<file path="src/rtl/hmm_ram.sv">
// Generic single-write, single-read RAM with registered read data.
// No dependencies.
module hmm_ram #(
  parameter int unsigned WIDTH = 32,
  parameter int unsigned DEPTH = 16
) (
  input  logic                     clk_i,
  input  logic                     we_i,
  input  logic [$clog2(DEPTH)-1:0] waddr_i,
  input  logic [WIDTH-1:0]         wdata_i,
  input  logic [$clog2(DEPTH)-1:0] raddr_i,
  output logic [WIDTH-1:0]         rdata_o
);

  logic [WIDTH-1:0] mem_q [DEPTH];

  // Write port and registered read port
  always_ff @(posedge clk_i) begin
    if (we_i) begin
      mem_q[waddr_i] <= wdata_i;
    end
    rdata_o <= mem_q[raddr_i];
  end

endmodule

</file>
<file path="config.mk">
export PLATFORM = sky130hd
export DESIGN_NAME = hmm_ram
export DESIGN_NICKNAME = d
export VERILOG_FILES = /design/src/rtl/hmm_ram.sv
export SDC_FILE = /design/constraint.sdc
export NUM_CORES = 1
export LEC_CHECK = 0
export ABC_AREA = 1
export BUFFER_PORTS_ARGS = -buffer_cell sky130_fd_sc_hd__clkbuf_2
export CAP_MARGIN = 20
export CORE_ASPECT_RATIO = 1.5
export CORE_MARGIN = 5
export CORE_UTILIZATION = 45
export DETAILED_ROUTE_END_ITERATION = 16
export HOLD_SLACK_MARGIN = 0.12
export PLACE_DENSITY_LB_ADDON = 0.08
export SLEW_MARGIN = 0
export SYNTH_ARGS = -nofsm -noshare
export SYNTH_HDL_FRONTEND = slang
export SYNTH_SLANG_ARGS = --single-unit
</file>
<file path="constraint.sdc">
create_clock -name clk_i -period 6.5 [get_ports clk_i]
set_input_delay 0.325 -clock clk_i [delete_from_list [all_inputs] [get_ports clk_i]]
set_output_delay 0.325 -clock clk_i [all_outputs]
set_load 0.1 [all_outputs]
</file>
==> impl_metrics.sql <==
INSERT INTO impl_metrics (metric_group, metric, value, unit) VALUES
('grt', 'grt_busiest_layer', 'met2', ''),
('timing', 'unrepaired_setup_endpoints_after_global_routing', 'no', ''),
('power_and_ir_drop', 'logic_gate_share_of_total_power', '8.0', '%'),
('synthesis', 'synthesis.yosys.warnings', '0', ''),
('synthesis', 'avgSynthCellArea', '10.7', 'µm²'),
('cts', 'clkSinkCount', '544', ''),
('cts', 'cts_inserted_buffers', '51', ''),
('synthesis', 'synthesis.area', '22700', 'µm²'),
('synthesis', 'synth.most_common_cell', 'nand2_1', ''),
('placed_design', 'pre_cts_slack', '3.55', 'ns'),
('setup_path', 'start_kind', 'primary input', ''),
('floorplan', 'die-height', '285', 'µm'),
('cts', 'post-cts-setup-buffer-count', '0', ''),
('timing', 'finalCritPeriodShare', '36.7', '%'),
('setup_path', 'worstPathRequired', '6.96', 'ns'),
('placed_design', 'portBuffers', '73', ''),
('setup_path', 'end_kind', 'register', ''),
('power_and_ir_drop', 'seq_power_share', '53.1', '%'),
('grt', 'grt-ovfl-total', '0', ''),
('layout', 'layout.area.seq', '16000', 'µm²'),
('timing', 'clock.fmax', '0.419', 'GHz'),
('cts', 'clockRootBuffer', 'clkbuf_16', ''),
('drt', 'routed-via-count', '14300', ''),
('cts', 'post_cts_resized', '0', ''),
('run_status', 'run_status', 'complete, no violations', ''),
('cts', 'cts.clk_slew.worst_paths', '0.06', 'ns'),
('synthesis', 'post_syn_nets', '2162', ''),
('cts', 'clock_tree.buffer_depth', '3', ''),
('timing', 'final.min_clock_period', '2.39', 'ns'),
('placed_design', 'dpl.hpwl', '27500', 'µm'),
('drt', 'wl_per_cell', '19.2', 'µm'),
('setup_path', 'worstSetupPathType', 'in -> reg', ''),
('grt', 'use_met3', '2.88', '%'),
('floorplan', 'fp.dieW', '194', 'µm'),
('drt', 'final_antenna_net_count', '0', ''),
('synthesis', 'synth-seq-cells', '544', ''),
('grt', 'grt_pass1_wl', '84600', 'µm'),
('floorplan', 'boundaryPins', '74', ''),
('synthesis', 'yosys-top-cells-count', 'nand2_1, edfxtp_1, inv_1, nand3_1, buf_2', ''),
('synthesis', 'yosysTopAreaCell', 'edfxtp_1', ''),
('power_and_ir_drop', 'clkPwrFrac', '38.9', '%'),
('setup_path', 'reg2reg_slack', '5.43', 'ns'),
('cts', 'clk-insertion-delay-late', '0.57', 'ns'),
('layout', 'fillers', '4567', ''),
('timing', 'slew_headroom', '27.2', '%'),
('floorplan', 'die_area', '55200', 'µm²'),
('placed_design', 'routability_congestion_estimate_from_global_placement', '0.748', ''),
('power_and_ir_drop', 'power.density', '295', 'nW/µm²'),
('setup_path', 'regToRegEndpoint', 'rdata_o[19]$_DFF_P_', ''),
('setup_path', 'crit_path_max_fanout', '149', ''),
('setup_path', 'r2r.worst_path.cells', '6', ''),
('power_and_ir_drop', 'leakagePower', '10.7', 'nW'),
('min_path', 'min-delay-start', 'wdata_i[2]', ''),
('synthesis', 'sequential_element_share_of_the_synthesized_area', '70.5', '%'),
('power_and_ir_drop', 'switchingPower', '1.75', 'mW'),
('synthesis', 'async_reset_ff_share', '0', '%'),
('grt', 'antenna_found_initial', '2', ''),
('timing', 'fin_setup_tns', '0', 'ns'),
('synthesis', 'synth_top_area_share', '67.6', '%'),
('timing', 'setup_viol', '0', ''),
('min_path', 'min_to', 'mem_q[9][2]$_DFFE_PP_', ''),
('layout', 'design.final.nets', '2209', ''),
('grt', 'first_global_vias', '14300', ''),
('drt', 'detailedRoute.firstIterationViolations', '1083', ''),
('layout', 'layout-area-overhead-vs-synth', '10.7', '%'),
('setup_path', 'timing.critical_path.slowest_cell_delay', '0.83', 'ns'),
('cts', 'holdBufCountCts', '0', ''),
('synthesis', 'post_synth_num_cell_types', '15', ''),
('drt', 'number_of_detailed_route_iterations_in_the_first_pass', '5', ''),
('setup_path', 'r2r_start', 'mem_q[0][19]$_DFFE_PP_', ''),
('grt', 'global_route.usage.met1', '25.5', '%');
==> flip-flops by register name, summed over array words and instances, names as in the netlist <==
signal and cells:
rdata_o 32, mem_q 512
==> area by class of cell <==
type                       count  share of cell area (%)
sequential                   544                    63.6
multi-input combinational   1081                    18.5
inverter                     390                    5.86
clock buffer                  73                    5.52
tap                          669                    3.33
timing repair buffer          99                    2.28
clock inverter                21                   0.815
antenna                        1                 0.00994
==> power by group through the flow <==
stage / combinational (mW) / clock [mW] / sequential, mW
6_report: 0.595 / 2.89 / 3.94
5_1_grt: 0.651 / 3.10 / 3.95
4_1_cts: 0.605 / 2.96 / 3.95
3_5_place_dp: 0.604 / 0 / 4.02
3_3_place_gp: 0.599 / 0 / 4.02
2_1_floorplan: 0.267 / 0 / 4.18
==> kinds of logic after synthesis <==
group | after synthesis | synth area share, %
simple gates | 1081 | 20.0
flops | 544 | 70.5
buf+inv | 495 | 9.54
==> layer usage <==
| layer | share of wire [%] | wire (µm) |
|---|---|---|
| met1 | 43 | 23700 |
| met2 | 50 | 27700 |
| met3 | 4.5 | 2510 |
| met4 | 2.4 | 1350 |
| met5 | 0.024 | 13 |
==> worst max-delay path, delay by kind of cell <==
family                 cells  cell delay, ns
buffers and inverters      3            1.86
AND/OR/NAND/NOR            5            0.50
==> placed cells by master, fill, tap and decap left out <==
cell type,instances
dfxtp_1,32
clkbuf_1,19
clkbuf_2,70
nand2_1,677
nand3b_1,2
diode_2,1
clkinv_1,9
edfxtp_1,512
inv_6,3
buf_4,28
bufinv_16,4
inv_4,1
clkbuf_8,4
nand3_1,385
nor2_1,1
inv_1,386
inv_2,2
inv_8,1
clkbuf_16,51
clkinv_2,5
nor2_4,16
==> per-stage QoR <==
step | util, % | instances
finish | 50.0 | 2878
global route | 50.0 | 2878
CTS | 50.0 | 2877
detailed placement | 46.9 | 2783
global placement | 46.9 | 2783
floorplan | - | 2120
==> worst max path at each step <==
stage                     cells past startpoint  slack [ns]  startpoint                      to
after CTS                                     8        4.16  raddr_i[0]     rdata_o[29]$_DFF_P_
after global routing                          8        3.93  raddr_i[0]     rdata_o[28]$_DFF_P_
after detailed placement                      8        3.55  raddr_i[0]     rdata_o[28]$_DFF_P_
after global placement                        9        3.58  raddr_i[0]     rdata_o[29]$_DFF_P_
after floorplan                               2        4.18  waddr_i[2]  mem_q[10][0]$_DFFE_PP_
final                                         8        4.11  raddr_i[0]      rdata_o[2]$_DFF_P_
Note: power is estimated with default switching activity, not from simulation.
