$ cat config.mk
export PLATFORM = sky130hd
export DESIGN_NAME = hmm_rem
export DESIGN_NICKNAME = d
export VERILOG_FILES = /design/src/rtl/hmm_rem.sv
export SDC_FILE = /design/constraint.sdc
export NUM_CORES = 1
export LEC_CHECK = 0
export BUFFER_PORTS_ARGS = -buffer_cell sky130_fd_sc_hd__buf_4
export CAP_MARGIN = 0
export CORE_ASPECT_RATIO = 1.25
export CORE_MARGIN = 1.5
export CORE_UTILIZATION = 50
export DETAILED_ROUTE_END_ITERATION = 6
export PLACE_DENSITY_LB_ADDON = 0.3
export SYNTH_ARGS = -nofsm -noshare
export SYNTH_HDL_FRONTEND = slang
export SYNTH_SLANG_ARGS = --single-unit
$ cat constraint.sdc
create_clock -name clk_i -period 2.3 [get_ports clk_i]
set_input_delay 0.115 -clock clk_i [delete_from_list [all_inputs] [get_ports clk_i]]
set_output_delay 0.115 -clock clk_i [all_outputs]
set_load 0.01 [all_outputs]
$ cat src/rtl/hmm_rem.sv
// Remainder of a 32-bit magnitude by a constant modulus, one key byte per cycle
// by reciprocal multiplication; no dependencies.
module hmm_rem #(
  parameter int unsigned MODULUS = 16
) (
  input  logic                       clk_i,
  input  logic                       rst_ni,
  input  logic                       start_i,
  input  logic [31:0]                dividend_i,
  output logic                       done_o,
  output logic [$clog2(MODULUS)-1:0] rem_o
);

  localparam int unsigned RW = $clog2(MODULUS);
  localparam int unsigned XW = RW + 8;
  localparam int unsigned SH = XW + RW;
  localparam int unsigned PW = XW + SH + 1;
  localparam logic [63:0] RECIP64 =
    ((64'd1 << SH) + 64'(MODULUS) - 64'd1) / 64'(MODULUS);
  localparam logic [SH:0] RECIP = RECIP64[SH:0];

  logic          busy_q;
  logic          done_q;
  logic [1:0]    cnt_q;
  logic [31:0]   dvd_q;
  logic [RW-1:0] rem_q;
  logic [XW-1:0] x;
  logic [PW-1:0] prod;
  logic [7:0]    quo;
  logic [XW-1:0] qm;
  logic [XW-1:0] rx;

  // Append the next key byte and reduce by the modulus through the reciprocal
  always_comb begin
    x    = {rem_q, dvd_q[31:24]};
    prod = PW'(x) * PW'(RECIP);
    quo  = prod[SH+7:SH];
    qm   = XW'(quo * MODULUS);
    rx   = x - qm;
  end

  always_ff @(posedge clk_i or negedge rst_ni) begin
    if (!rst_ni) begin
      busy_q <= 1'b0;
      done_q <= 1'b0;
      cnt_q  <= '0;
    end else if (start_i) begin
      busy_q <= 1'b1;
      done_q <= 1'b0;
      cnt_q  <= '0;
    end else if (busy_q) begin
      cnt_q <= cnt_q + 2'd1;
      if (cnt_q == 2'd3) begin
        busy_q <= 1'b0;
        done_q <= 1'b1;
      end
    end else begin
      done_q <= 1'b0;
    end
  end

  // Datapath registers
  always_ff @(posedge clk_i) begin
    if (start_i) begin
      dvd_q <= dividend_i;
      rem_q <= '0;
    end else if (busy_q) begin
      dvd_q <= {dvd_q[23:0], 8'd0};
      rem_q <= rx[RW-1:0];
    end
  end

  assign done_o = done_q;
  assign rem_o  = rem_q;

endmodule

==> results of run 1 <==
worst max path at each step:
stage,from,end,depth (start not counted),slack (ns)
5_1_grt,busy_q,dvd_q[27],1,0.85
3_5_place_dp,busy_q,dvd_q[8],1,0.95
3_3_place_gp,busy_q,dvd_q[0],1,0.95
4_1_cts,busy_q,dvd_q[3],1,0.92
6_report,busy_q,dvd_q[27],1,0.96
2_1_floorplan,busy_q,dvd_q[0],2,1.07
where the power goes:
part / switching (mW) / internal, mW / leakage [nW]
sequential: 0.0249 / 0.522 / 0.258
clock: 0.123 / 0.176 / 0.0279
combinational: 0.0460 / 0.0837 / 0.284
total: 0.194 / 0.782 / 0.569
logic make-up after synthesis:
kind of cell,after synthesis,share of synthesized area
and+or+nand+nor,13,0.0644
xor gates and xnor gates,1,0.00866
buffers and inverters,5,0.0446
AOI/OAI and AO/OA,1,0.00743
adders and majority gates,1,0.0124
muxes,17,0.209
DFF,24,0.653
stage by stage:
step | hold WS [ns] | setup slack (ns) | area, um^2 | util
6_report | 0.0786 | 0.964 | 1230 | 0.635
2_1_floorplan | -0.181 | 1.07 | 1010 | -
3_5_place_dp | -0.0866 | 0.947 | 1170 | 0.603
3_3_place_gp | -0.0896 | 0.947 | 1170 | 0.603
4_1_cts | 0.0669 | 0.924 | 1230 | 0.635
5_1_grt | 0.0720 | 0.849 | 1230 | 0.635
cell usage in the layout (no fill, tap or decap):
cell / n
dlygate4sd3_1: 1
nor2_1: 7
mux2i_1: 5
inv_1: 1
edfxtp_1: 16
dfrtp_1: 4
dfxtp_1: 4
a21o_1: 1
xnor2_1: 1
buf_4: 23
nor3b_1: 1
and2_1: 4
clkbuf_4: 3
bufinv_16: 1
mux2_4: 7
ha_1: 1
mux2_2: 5
or2_2: 1
final cells by class:
class	instances	share of cell area
clock inverters	1	0.0244
flip-flops and latches	24	0.537
inverters	1	0.00305
repair buffers	24	0.149
clock buffers	3	0.0183
well taps	20	0.0203
multi-input cells	33	0.248
cell usage after synthesis:
cell type / count / area [um^2]
edfxtp_1: 16 / 480
mux2_4: 7 / 105
nor2_1: 7 / 26.3
mux2_2: 5 / 56.3
mux2i_1: 5 / 50.1
and2_1: 4 / 25.0
dfrtp_1: 4 / 100
dfxtp_1: 4 / 80.1
buf_2: 2 / 10.0
a21o_1: 1 / 7.51
buf_12: 1 / 20.0
buf_6: 1 / 11.3
ha_1: 1 / 12.5
inv_1: 1 / 3.75
nor3b_1: 1 / 7.51
or2_2: 1 / 6.26
xnor2_1: 1 / 8.76
state kept, by name, summed over array words and instances (netlist names):
signal,count
busy_q,1
cnt_q,2
done_o,1
dvd_q,16
rem_o,4
per-layer routing:
| metal | track usage | routed length (um) | vias to the layer above |
|---|---|---|---|
| met5 | 0 | 0 | - |
| met4 | 0.0758 | 23 | 0 |
| met3 | 0.0205 | 66 | 4 |
| met2 | 0.211 | 660 | 18 |
| met1 | 0.143 | 511 | 268 |
| li1 | - | - | 265 |
what timing repair did:
action	4_1_cts	5_1_grt
hold buffers	1	0
endpoints found under the setup margin	0	0
endpoints found under the hold margin	4	0
==> results.py, run 1 <==
metrics = {
    "pwr": {
        "power.leakage_nw": 0.569,
        "p_total_mw": 0.976,
        "power_density_nw_per_um2": 793,
        "max-vdd-ir-drop_v": 0.000479,
    },
    "setup_path": {
        "crit_type": "reg -> reg",
        "arrival_ns": 1.33,
        "r2r-start": "busy_q",
        "ff2ff_path_depth": 1,
        "end_kind": "flip-flop",
        "reg2reg_to": "dvd_q[27]",
        "crit_fanout": 16,
        "critPathTopFamily": "flip-flops",
        "slowest_stage": "dfrtp_1",
        "cpPeakStageDelay_ns": 0.59,
        "regToRegSetupSlack_ns": 0.96,
        "cp.required_ns": 2.29,
        "critPathBufInv": 0,
        "cp-start-kind": "flip-flop",
        "crit_chain": "or2_2",
    },
    "sta": {
        "min_period_ns": 1.34,
        "tightest_slew_ns": 0.375,
        "fin_setup_tns_ns": 0,
        "rsz0062_at_grt": "false",
        "fmax_mhz": 748,
        "final.setup_skew_ns": 0.00180,
        "slew_headroom": 0.750,
        "fin_crit_sh": 0.581,
        "setup-violations-final": 0,
        "hold_viol_final": 0,
        "slew_violations": 0,
    },
    "outcome": {
        "status": "completed",
    },
    "grt": {
        "gr-usage-all-layers": 0.124,
        "grt_pass1_vias": 528,
        "grt_max_degree": 26,
        "antenna_found_initial": 0,
        "grt_pass1_wl_um": 2060,
        "grt_overflow": 0,
    },
    "routing": {
        "drt_iter0_markers": 6,
        "dr.pass1.iters": 3,
        "via_per_inst": 5.24,
        "finalWirelength_um": 1260,
        "route.detailed.drc": 0,
        "num_vias": 555,
        "wl_per_cell_um": 11.9,
        "ant_nets": 0,
    },
    "finish": {
        "antenna_cells_inserted": 0,
        "nFillCells": 152,
        "final_cells": 106,
        "multi_input_area_um2": 305,
        "finalNetCount": 123,
        "areaGrowthSynthToFinish_pct": 21.7,
        "drive_gt1_frac": 0.465,
        "seqCellArea_um2": 661,
    },
    "synth": {
        "yosys_warnings": 0,
        "syn-cell-area_um2": 1010,
        "yosys_register_bits": 24,
        "synth-seq-area-share": 0.653,
        "yosysUniqueCellTypes": 17,
        "syn-num-nets": 98,
        "postSynthCellCount": 62,
        "postSynthAreaPerCell_um2": 16.3,
    },
    "clock_tree": {
        "clockRootBuffer": "clkbuf_4",
        "clk_latency_ns": 0.31,
        "cts_buffer_depth": 2,
        "tritoncts": "done",
        "cts_resized": 0,
        "cts_inserted_buffers": 3,
        "cts_setup_buffers": 0,
        "clock-sinks": 24,
        "clk_pin_slew_ns": 0.13,
        "htree_num_levels": 1,
    },
    "floorplanning": {
        "initial_core_util": 0.522,
        "placementRows": 18,
        "chipWidth_um": 43.2,
        "die_y_um": 53.3,
        "core_area_um2": 1940,
        "fp.dieArea_um2": 2300,
        "io_pins": 40,
    },
    "min_path": {
        "holdPathStages": 2,
        "hp-start": "dividend_i[1]",
        "min_to": "dvd_q[1]",
        "hold_class": "in -> reg",
    },
    "placement": {
        "gp_congestion": 0.624,
        "dp.cells": 101,
        "portBuffers": 23,
    },
    "flow_run": {
        "drv_cap": 0,
    },
}
(Power assumes the default switching activity.)
==> run 2, diff against run 1 <==
Settings changed: CORE_UTILIZATION 50 to 42.
Clock period 2.3 ns to 1.1 ns, I/O delays scaled along.
==> run 2 against run 1 <==
Compared with the run above:
- power up 93%
- clock skew increased by 0.0051 ns
- fmax increased by 27%
- clock-buffer cell count rose by 1
- critical path type unchanged
- highest routed layer unchanged
==> results.py, run 2 (synthesis results as in run 1) <==
metrics = {
    "sta": {
        "fin_crit_sh": 0.958,
        "slew_headroom": 0.792,
        "tightest_slew_ns": 0.311,
        "setup-violations-final": 0,
        "fmax_mhz": 949,
        "final.setup_skew_ns": 0.00690,
        "fin_setup_tns_ns": 0,
        "slew_violations": 0,
        "hold_viol_final": 0,
        "rsz0062_at_grt": "false",
        "fin_ws_ns": 0.0457,
        "min_period_ns": 1.05,
    },
    "pwr": {
        "p_total_mw": 1.88,
        "max-vdd-ir-drop_v": 0.000816,
        "power_density_nw_per_um2": 1520,
        "power.leakage_nw": 0.568,
    },
    "min_path": {
        "holdPathStages": 2,
        "hold_class": "in -> reg",
        "hp-start": "dividend_i[0]",
        "min_to": "dvd_q[0]",
    },
    "floorplanning": {
        "initial_core_util": 0.452,
        "core_area_um2": 2230,
        "io_pins": 40,
        "die_y_um": 57.9,
        "fp.dieArea_um2": 2710,
        "chipWidth_um": 46.9,
        "placementRows": 19,
    },
    "setup_path": {
        "crit_chain": "ha_1, mux2i_1, nor2_1",
        "arrival_ns": 1.25,
        "critPathTopFamily": "flip-flops",
        "ff2ff_path_depth": 3,
        "regToRegSetupSlack_ns": 0.05,
        "slowest_stage": "dfrtp_1",
        "cpPeakStageDelay_ns": 0.42,
        "critPathBufInv": 0,
        "cp.required_ns": 1.30,
        "end_kind": "flip-flop",
        "r2r-start": "cnt_q[0]",
        "crit_fanout": 2,
        "crit_type": "reg -> reg",
        "reg2reg_to": "cnt_q[1]",
        "cp-start-kind": "flip-flop",
    },
    "finish": {
        "antenna_cells_inserted": 0,
        "finalCoreUtilization": 0.554,
        "final_common_cell": "buf_4",
        "largest_reg_flops": 16,
        "finalNetCount": 124,
        "nFillCells": 209,
        "areaGrowthSynthToFinish_pct": 22.4,
        "max_flop_register": "dvd_q",
        "final_cell_mix": "24 x buf_4, 16 x edfxtp_1, 7 x mux2_4, 7 x nor2_1",
        "drive_gt1_frac": 0.471,
    },
    "grt": {
        "grt_overflow": 0,
        "grt_pass1_vias": 579,
        "grt_pass1_wl_um": 2330,
        "use_met3": 0.0187,
        "antenna_found_initial": 0,
        "use_met2": 0.200,
        "grt_busiest_layer": "met2",
        "grt_max_degree": 26,
        "gr-usage-all-layers": 0.121,
        "met1_usage": 0.144,
    },
    "routing": {
        "route.detailed.drc": 0,
        "wl_per_cell_um": 12.1,
        "via_per_inst": 4.79,
        "dr.pass1.iters": 3,
        "finalWirelength_um": 1430,
        "num_vias": 565,
        "ant_nets": 0,
        "drt_iter0_markers": 9,
    },
    "outcome": {
        "status": "completed",
    },
    "clock_tree": {
        "clk_latency_ns": 0.30,
        "cts_buffer_depth": 2,
        "cts_inserted_buffers": 3,
        "cts_resized": 0,
        "htree_num_levels": 1,
        "cts_setup_buffers": 0,
        "clockRootBuffer": "clkbuf_4",
        "clk_pin_slew_ns": 0.13,
        "postCtsHoldBufs": 1,
        "tritoncts": "done",
        "clock-sinks": 24,
    },
    "placement": {
        "gp_congestion": 0.597,
        "dp_slack_ns": 0.0472,
        "dp_hpwl_um": 984,
        "portBuffers": 23,
    },
    "flow_run": {
        "drv_cap": 0,
    },
}
-- run 2: cell types whose count changed in the layout (fill, tap and decap cells not counted) --
cell,before,now
or2_2,1,0
buf_4,23,24
or2_4,0,1
bufinv_16,1,0
clkbuf_8,0,1
-- run 2: power breakdown --
group | switching (mW) | internal, mW
sequential | 0.0416 | 1.09
clock | 0.244 | 0.202
combinational | 0.118 | 0.182
total | 0.404 | 1.48
-- run 2: worst max-delay path by stage --
stage               end      from  slack [ns]  cells after the start
2_1_floorplan  dvd_q[0]    busy_q        0.01                      2
3_3_place_gp   dvd_q[2]   start_i         0.1                      2
4_1_cts        cnt_q[1]  cnt_q[0]        0.04                      3
6_report       cnt_q[1]  cnt_q[0]        0.05                      3
5_1_grt        cnt_q[1]  cnt_q[0]       0.007                      3
3_5_place_dp   cnt_q[1]  cnt_q[0]        0.05                      3
-- run 2: final cells by class --
class | count | area (um^2) | share of cell area
Tap cell | 31 | 38.8 | 0.0313
Clock buffer | 4 | 36.3 | 0.0293
Multi-Input combinational cell | 33 | 308 | 0.249
Sequential cell | 24 | 661 | 0.534
Timing Repair Buffer | 25 | 190 | 0.154
Inverter | 1 | 3.75 | 0.00303
-- run 2: metal layers --
| layer | vias to the layer above | share of wire |
|---|---|---|
| li1 | 270 | - |
| met5 | - | 0 |
| met1 | 275 | 0.42 |
| met2 | 18 | 0.53 |
| met4 | 0 | 0.0091 |
| met3 | 2 | 0.043 |
-- run 2: per-stage QoR --
step,area (um^2),hold WS (ns),cells
4_1_cts,1240,0.00642,118
3_5_place_dp,1190,-0.146,113
6_report,1240,0.0207,118
3_3_place_gp,1190,-0.148,113
5_1_grt,1240,0.00273,118
2_1_floorplan,1010,-0.241,62
